`config.mk`:
```
export PLATFORM = sky130hd
export DESIGN_NAME = fpbw_blend
export DESIGN_NICKNAME = d
export VERILOG_FILES = /design/src/fpbw_pkg.sv /design/src/fpbw_blend.sv
export SDC_FILE = /design/constraint.sdc
export NUM_CORES = 1
export LEC_CHECK = 0
export ABC_AREA = 1
export BUFFER_PORTS_ARGS = -buffer_cell sky130_fd_sc_hd__buf_2
export CAP_MARGIN = 30
export CORE_UTILIZATION = 55
export CTS_BUF_LIST = sky130_fd_sc_hd__clkbuf_8
export DETAILED_ROUTE_END_ITERATION = 8
export GPL_TIMING_DRIVEN = 1
export PLACE_DENSITY = 0.69
export SLEW_MARGIN = 0
export SYNTH_ARGS = -nofsm -noshare
export SYNTH_HDL_FRONTEND = slang
export SYNTH_SLANG_ARGS = --single-unit
```
`constraint.sdc`:
```
create_clock -name i_clk -period 14.9 [get_ports i_clk]
set_input_delay 0 -clock i_clk [delete_from_list [all_inputs] [get_ports i_clk]]
set_output_delay 0 -clock i_clk [all_outputs]
set_load 0.05 [all_outputs]
```
`src/fpbw_pkg.sv`:
```
// Package for the frame buffer pixel blend writer.
// Status codes and shared field widths; no dependencies.
`timescale 1ns / 1ps

package fpbw_pkg;

    localparam int COORD_W = 12;
    localparam int CH_W    = 8;
    localparam int IDX_W   = 22;
    localparam int ADDR_W  = 19;
    localparam int PIX_W   = 32;
    localparam int STAT_W  = 2;

    localparam logic [STAT_W-1:0] ST_OPAQUE  = 2'd0;
    localparam logic [STAT_W-1:0] ST_BLENDED = 2'd1;
    localparam logic [STAT_W-1:0] ST_CLIPPED = 2'd2;
    localparam logic [STAT_W-1:0] ST_SKIPPED = 2'd3;

    localparam logic [CH_W-1:0] ALPHA_ZERO = 8'h00;
    localparam logic [CH_W-1:0] ALPHA_FULL = 8'hFF;

endpackage

```
`src/fpbw_blend.sv`:
```
// Source-over channel mixer: registered weighted sums, then divide by 255.
// Depends on fpbw_pkg.
`timescale 1ns / 1ps

module fpbw_blend (
    input  logic                            i_clk,
    input  logic                            i_en,
    input  logic [fpbw_pkg::CH_W-1:0]       i_alpha,
    input  logic [3*fpbw_pkg::CH_W-1:0]     i_fg,
    input  logic [3*fpbw_pkg::CH_W-1:0]     i_bg,
    output logic [fpbw_pkg::PIX_W-1:0]      o_value
);
    import fpbw_pkg::*;

    localparam int SUM_W = 2 * CH_W;
    // ceil(2^23 / 255); exact for sums below 2^16
    localparam logic [SUM_W-1:0] RECIP_255 = 16'd32897;
    localparam int RECIP_SH = 23;

    logic [SUM_W-1:0]   r_sum [3];
    logic [SUM_W-1:0]   n_sum [3];
    logic [CH_W-1:0]    inv_alpha;
    logic [2*SUM_W-1:0] prod  [3];
    logic [CH_W-1:0]    quot  [3];

    assign inv_alpha = ALPHA_FULL - i_alpha;

    always_comb begin
        for (int c = 0; c < 3; c++) begin
            n_sum[c] = SUM_W'(i_alpha) * SUM_W'(i_fg[c*CH_W +: CH_W])
                     + SUM_W'(inv_alpha) * SUM_W'(i_bg[c*CH_W +: CH_W]);
        end
    end

    always_ff @(posedge i_clk) begin
        if (i_en) begin
            r_sum <= n_sum;
        end
    end

    always_comb begin
        for (int c = 0; c < 3; c++) begin
            prod[c] = {{SUM_W{1'b0}}, r_sum[c]} * {{SUM_W{1'b0}}, RECIP_255};
            quot[c] = prod[c][RECIP_SH +: CH_W];
        end
    end

    assign o_value = {ALPHA_ZERO, quot[2], quot[1], quot[0]};

endmodule

```
# [Word-level counts from Yosys, hierarchy flattened]
# Cells that the tools add are included.
[totals] ff_bits=48 elab_cells=16 output_inout_bits=32 in_bits=58
[op_classes] n_addsub=4 n_mul=9
[op_table] op="$mul 8x8->16" n=6
[op_table] op="$mul 16x16->31 const B" n=3
[op_table] op="$add 16x16->16" n=3
[op_table] op="$sub 8x8->8 const A" n=1

# [Longest topological paths before layout]
# Gate-level depths: netlist of run 1.
[logic_depth] depth_word=3 ltp_mapped=24 mapped_depth_nobuf=23

# [Worst setup path after synthesis of run 1]
# OpenSTA, ideal clock, no wires.
[synth_timing] kind="input to register" start="in i_alpha[5] (netlist name)" end="reg r_sum[12] (netlist name), data pin" cell_stages=18 setup_slack_ps=9956 setup_ps=262 path_buffers=2 arrival_time_ps=4683 t_required_ps=14638 cell_sequence="clkbuf_1 buf_1 nand2_1 fa_1 fa_1 inv_1 fa_1 fa_1 fa_1 inv_1 fa_1 inv_1 ha_1 a21oi_1 o21bai_1 a21oi_1 o21ai_1 xor2_1"
[synth_lines] item="start, declared" line="fpbw_blend.sv:8" rtl="input logic [fpbw_pkg::CH_W-1:0] i_alpha,"
[synth_lines] item="end signal, assigned" line="fpbw_blend.sv:37" rtl="r_sum <= n_sum;"
[synth_lines] item="end, declared" line="fpbw_blend.sv:20" rtl="logic [SUM_W-1:0] r_sum [3];"

==> out/qor.csv, run 1 <==
stage,metric,value,unit
run_status,status,"complete, no violations",
finish,"commonest non-fill, non-tap cell in the layout",inv_1,
timing,final hold violations,0,
finish,Top Registers,r_sum x48,
synth,Yosys top cell area share,29.2,%
global_routing,overall routing resource usage,25.7,%
timing,Slew Limit Headroom,30.8,%
clocking,CTS Hold Bufs,0,
timing,max-slew violations,0,
synth,"area leader, netlist",fa_1,
critical_path,WP data arrival,5530,ps
clocking,Post-CTS Setup Repair Bufs,0,
die,die area,36700,µm²
finish,"commonest non-fill, non-tap cells in the layout","inv_1, nand2_1, ha_1, fa_1, nor2_1",
finish,final instance area,20500,µm²
timing,"Min Clock Period, post-route",5410,ps
synth,number of synthesized register bits,48,
die,Rows,69,
detailed_routing,Vias/cell,5.26,
global_routing,initial antenna violation count,1,
finish,Largest register FFs,48,
die,Die Ht,191,µm
clocking,"Reg clk slew, reported paths",100,ps
global_routing,gr ovfl total,0,
critical_path,"slowest stage delay, CP",680,ps
flow_run,Max Cap Viol,0,
critical_path,cell mode on critical path,fa_1,
detailed_routing,detailed-route wire length per cell,14.7,µm
timing,fmax,185,MHz
synth,Avg Inst Size Synth,7.76,µm²
clocking,CTS root buf,clkbuf_8,
finish,fraction of layout cells with a size suffix above 1,4.86,%
detailed_routing,Antenna Violating Nets Remaining,0,
timing,unrepaired setup endpoints after global routing,false,
timing,fin crit share,36.3,%
die,Starting Density,55.6,%
synth,Post-synth EDFFs,48,
finish,Final Util,57.8,%
critical_path,CP max-delay cell,buf_2,
critical_path,"Worst Path Class, Setup",input pin to flip-flop,
critical_path,"Cell Chain, Critical Path",buf_2 -> clkinv_1 -> nand2_1 -> fa_1 -> fa_1 -> inv_1 -> fa_1 -> fa_1 -> fa_1 -> inv_1 -> fa_1 -> inv_1 -> ha_1 -> a21oi_1 -> o21bai_1 -> a21oi_1 -> o21ai_1 -> xor2_1,
global_routing,vias in the first global route,16250,
critical_path,CP endpoint kind,flip-flop,
detailed_routing,DR vias,15859,
timing,setup tns final,0,ps
synth,ys async rst share,0,%
synth,"Top FF cell, synth",edfxtp_1,
synth,Synth Warn #,0,
critical_path,Critical Path RT,15010,ps
clocking,post-CTS sizing,0,
die,Boundary Pins,90,
synth,Synth Instances,2543,
placed_design,Placement Cell Area,20300,µm²
finish,Top reg by flops,r_sum,
clocking,clk sink count,48,
timing,Slew @ Worst Pin,1040,ps
clocking,CTS tree,built,
clocking,cts bufs inserted,5,
clocking,Longest Clk Path Bufs,2,
detailed_routing,drt total wl,44.3,mm
global_routing,largest net degree at the start of global routing,48,
die,die width,191,µm
critical_path,"Largest delay share family, worst path",adder cells,
placed_design,DP HPWL,37.8,mm
detailed_routing,DRT iter0 DRCs,789,
critical_path,"Max FO, Critical Path",40,
critical_path,worst path bufs/invs,5,
synth,sequential area share after synthesis,7.30,%
synth,"Distinct cells, synth",44,
critical_path,CP Launch Type,input pin,
finish,"non-filler cells, final",3015,
placed_design,placed cells,3004,
finish,Final nets,3276,
timing,final-report setup violation count,0,
clocking,CTS HTree Levels,2,
synth,Post-Syn Area,19700,µm²
placed_design,GP Congestion,0.928,
detailed_routing,drt pass-1 iters,5,
min_path,HP Class,input pin to flip-flop,
synth,Synth area leaders,"fa_1, ha_1, inv_1",
detailed_routing,DRC,0,
global_routing,first-pass GRT wire length,75.9,mm
placed_design,# port buffers,81,
finish,area grow syn2layout,3.87,%
die,core area,35500,µm²
-- cell type report --
cell class | count | area [µm²]
Antenna cell | 1 | 2.50
Clock buffer | 5 | 68.8
Clock inverter | 3 | 68.8
Fill cell | 3270 | 15000
Inverter | 640 | 2400
Multi-Input combinational cell | 1770 | 15400
Sequential cell | 48 | 1440
Tap cell | 461 | 577
Timing Repair Buffer | 87 | 500
-- cells in the mapped netlist, types with 8 or more instances --
cell type / n
inv_1: 635
nand2_1: 516
ha_1: 378
fa_1: 288
nor2_1: 249
a21oi_1: 84
nand3_1: 62
edfxtp_1: 48
clkbuf_1: 39
buf_4: 32
o21ai_0: 31
xor2_1: 26
nand4_1: 21
xnor2_1: 21
buf_1: 12
o21bai_1: 11
a21o_1: 9
clkbuf_2: 8
o21ai_1: 8
-- cells by family (layout without fill, tap and decap cells) --
family | after synthesis | count (layout) | synth area share [%]
AOI/OAI and AO/OA | 162 | 162 | 4.59
xor gates and xnor gates | 47 | 47 | 2.09
adders and majority gates | 666 | 666 | 53.2
buffers and inverters | 735 | 735 | 14.7
DFF | 48 | 48 | 7.30
other | 1 | 12 | 0.0190
and+or+nand+nor | 884 | 884 | 18.2
-- final timing paths --
path / startpoint / end / slack, ps / cells after the start
worst min-delay path: i_fg[8] / r_sum[16] / 80 / 3
worst max-delay path: i_alpha[1] / r_sum[12] / 9490 / 18
-- through the flow --
stage / setup WS, ps / hold slack, ps
floorplan: 9960 / 112
global placement: 9270 / 411
detailed placement: 9120 / 439
CTS: 9510 / 60.0
global route: 9240 / 116
finish: 9490 / 78.0
-- layer usage --
metal / GRT usage [%] / up-vias / routed length [µm]
li1: - / 7653 / -
met1: 35.1 / 7672 / 19800
met2: 43.7 / 481 / 21300
met3: 2.37 / 53 / 2480
met4: 6.78 / 0 / 730
met5: 0 / - / 0
Power of run 1 is left out: the tool's default activity adds up to more than one toggle a clock period on the data nets, which glitch-free logic cannot reach.
==> inputs of run 2 (changes only) <==
- PLACE_DENSITY: 0.69 -> 0.72
- clock period: 14.9 -> 4.9 ns (I/O delays scaled with it)
==> run 2 against run 1 <==
  * Sequential share of layout area decreased by 0.13 points
  * Worst hold slack improved by 41 ps
  * Clock-buffer cell count unchanged
  * Critical endpoint is now r_sum[15]
  * Critical path depth increased by 3
  * Die area unchanged
  * Non-clock buffer count increased by 43
  * Final area increased by 1.9%
  * Routed wire length increased by 0.57%
  * Final cell count increased by 1.4%
==> out/qor.csv, run 2 (synthesis results as in run 1) <==
stage,metric,value,unit,change
run_status,status,"complete, no violations",,
global_routing,initial antenna violation count,0,,-1
clocking,Post-CTS Setup Repair Bufs,0,,unchanged
finish,fill count,3229,,-1.3%
min_path,worst hold stages,3,,unchanged
critical_path,"Worst Path Class, Setup",input pin to flip-flop,,
global_routing,overall routing resource usage,25.7,%,-0.031 points
detailed_routing,DRT iter0 DRCs,922,,+17%
timing,hold_ws,119,ps,+41.1 ps
die,Rows,69,,unchanged
finish,"commonest non-fill, non-tap cell in the layout",inv_1,,
finish,Top Registers,r_sum x48,,
die,die area,36700,µm²,unchanged
clocking,clk sink count,48,,unchanged
timing,fin crit share,93.9,%,
global_routing,first-pass GRT wire length,75.3,mm,-0.74%
clocking,CTS HTree Levels,2,,unchanged
finish,Sequential Area,1440,µm²,unchanged
flow_run,Max Cap Viol,0,,unchanged
finish,Largest register FFs,48,,unchanged
placed_design,# port buffers,81,,unchanged
clocking,post-CTS sizing,0,,unchanged
timing,unrepaired setup endpoints after global routing,false,,
detailed_routing,drt pass-1 iters,7,,+2
clocking,CTS tree,built,,
global_routing,GR met2 Demand/Resource,44.6,%,+0.95 points
die,Starting Density,55.6,%,unchanged
die,core area,35500,µm²,unchanged
detailed_routing,Antenna Violating Nets Remaining,0,,unchanged
die,Boundary Pins,90,,unchanged
critical_path,crit path launch,i_alpha[6],,
global_routing,largest net degree at the start of global routing,33,,-31%
finish,"non-filler cells, final",3057,,+1.4%
global_routing,vias in the first global route,16262,,+0.074%
detailed_routing,Vias/cell,5.18,,-1.5%
timing,max-slew violations,0,,unchanged
die,Die Ht,191,µm,unchanged
finish,"commonest non-fill, non-tap cells in the layout","inv_1, nand2_1, ha_1, fa_1, nor2_1",,
placed_design,placed cells,3049,,+1.5%
min_path,HP Class,input pin to flip-flop,,
die,die width,191,µm,unchanged
critical_path,WP data arrival,4690,ps,-840 ps
finish,Final nets,3319,,+1.3%
critical_path,CP endpoint kind,flip-flop,,
finish,Top reg by flops,r_sum,,
finish,multi-input logic area,15400,µm²,unchanged
timing,fmax,217,MHz,
global_routing,gr ovfl total,0,,unchanged
detailed_routing,DRC,0,,unchanged
finish,fraction of layout cells with a size suffix above 1,6.39,%,+1.5 points
critical_path,CP Launch Type,input pin,,
detailed_routing,DR vias,15835,,-0.15%
global_routing,Most Crowded Layer GR,met2,,
timing,"Min Clock Period, post-route",4600,ps,
global_routing,GR Layer Usage met1,34.0,%,-1.1 points
critical_path,"Max FO, Critical Path",29,,-28%
clocking,Longest Clk Path Bufs,2,,unchanged
detailed_routing,drt total wl,44.6,mm,+0.57%
placed_design,Placement Cell Area,20800,µm²,+2.3%
clocking,"Reg clk slew, reported paths",90,ps,about the same
finish,area grow syn2layout,5.86,%,
timing,final-report setup violation count,0,,unchanged
clocking,CTS root buf,clkbuf_8,,
placed_design,DP HPWL,39.5,mm,+4.3%
finish,final instance area,20900,µm²,+1.9%
global_routing,GR Util met3,2.74,%,+0.37 points
placed_design,GP Congestion,0.939,,+1.2%
timing,final hold violations,0,,unchanged
critical_path,Critical Path RT,4990,ps,-10020 ps
clocking,cts bufs inserted,5,,unchanged
clocking,CTS Hold Bufs,0,,unchanged
detailed_routing,detailed-route wire length per cell,14.6,µm,-0.82%
min_path,min-delay src,i_fg[8],,
finish,n_diodes,0,,-1
[run 2: cell count changes in the layout (fill, tap and decap cells not counted)]
cell       before  now
inv_6           1    0
diode_2         1    0
bufinv_16       2    1
buf_12          4   12
clkinv_4        0    1
buf_4           2   37
clkinv_1        3    4
[run 2: critical path, stage by stage]
cell	delay, ps
buf_2	150
buf_12	200
nand2_1	100
fa_1	510
fa_1	550
inv_1	60
fa_1	480
fa_1	490
fa_1	530
inv_1	50
fa_1	470
inv_1	40
ha_1	320
a21oi_1	200
nor2_1	60
nor2_1	80
nand3_1	110
nand2_1	100
nand2_1	50
nand2_1	70
nand2_1	40
[run 2: worst paths after layout]
kind	to	slack [ps]
hold / removal	r_sum[16]	120
setup / recovery	r_sum[15]	300
[run 2: final cells by class]
class	count	share of cell area, %
Clock inverter	3	0.204
Tap cell	461	2.76
Multi-Input combinational cell	1770	73.9
Sequential cell	48	6.90
Timing Repair Buffer	130	4.42
Inverter	640	11.5
Clock buffer	5	0.329
[run 2: layer usage]
metal / share of wire (%) / wire length, µm
met5: 0 / 0
met3: 6.0 / 2650
met4: 2.1 / 925
met1: 44 / 19700
met2: 48 / 21300
[run 2: through the flow]
stage                     worst slack (ps)  TNS, ps  util, %
after global placement                38.9        0     58.5
final                                  298        0     58.9
after floorplan                       26.6        0        -
after CTS                              299        0     58.9
after global routing                  2.83        0     58.9
after detailed placement             -59.4     -143     58.6
Power of run 2 is left out for the same reason.
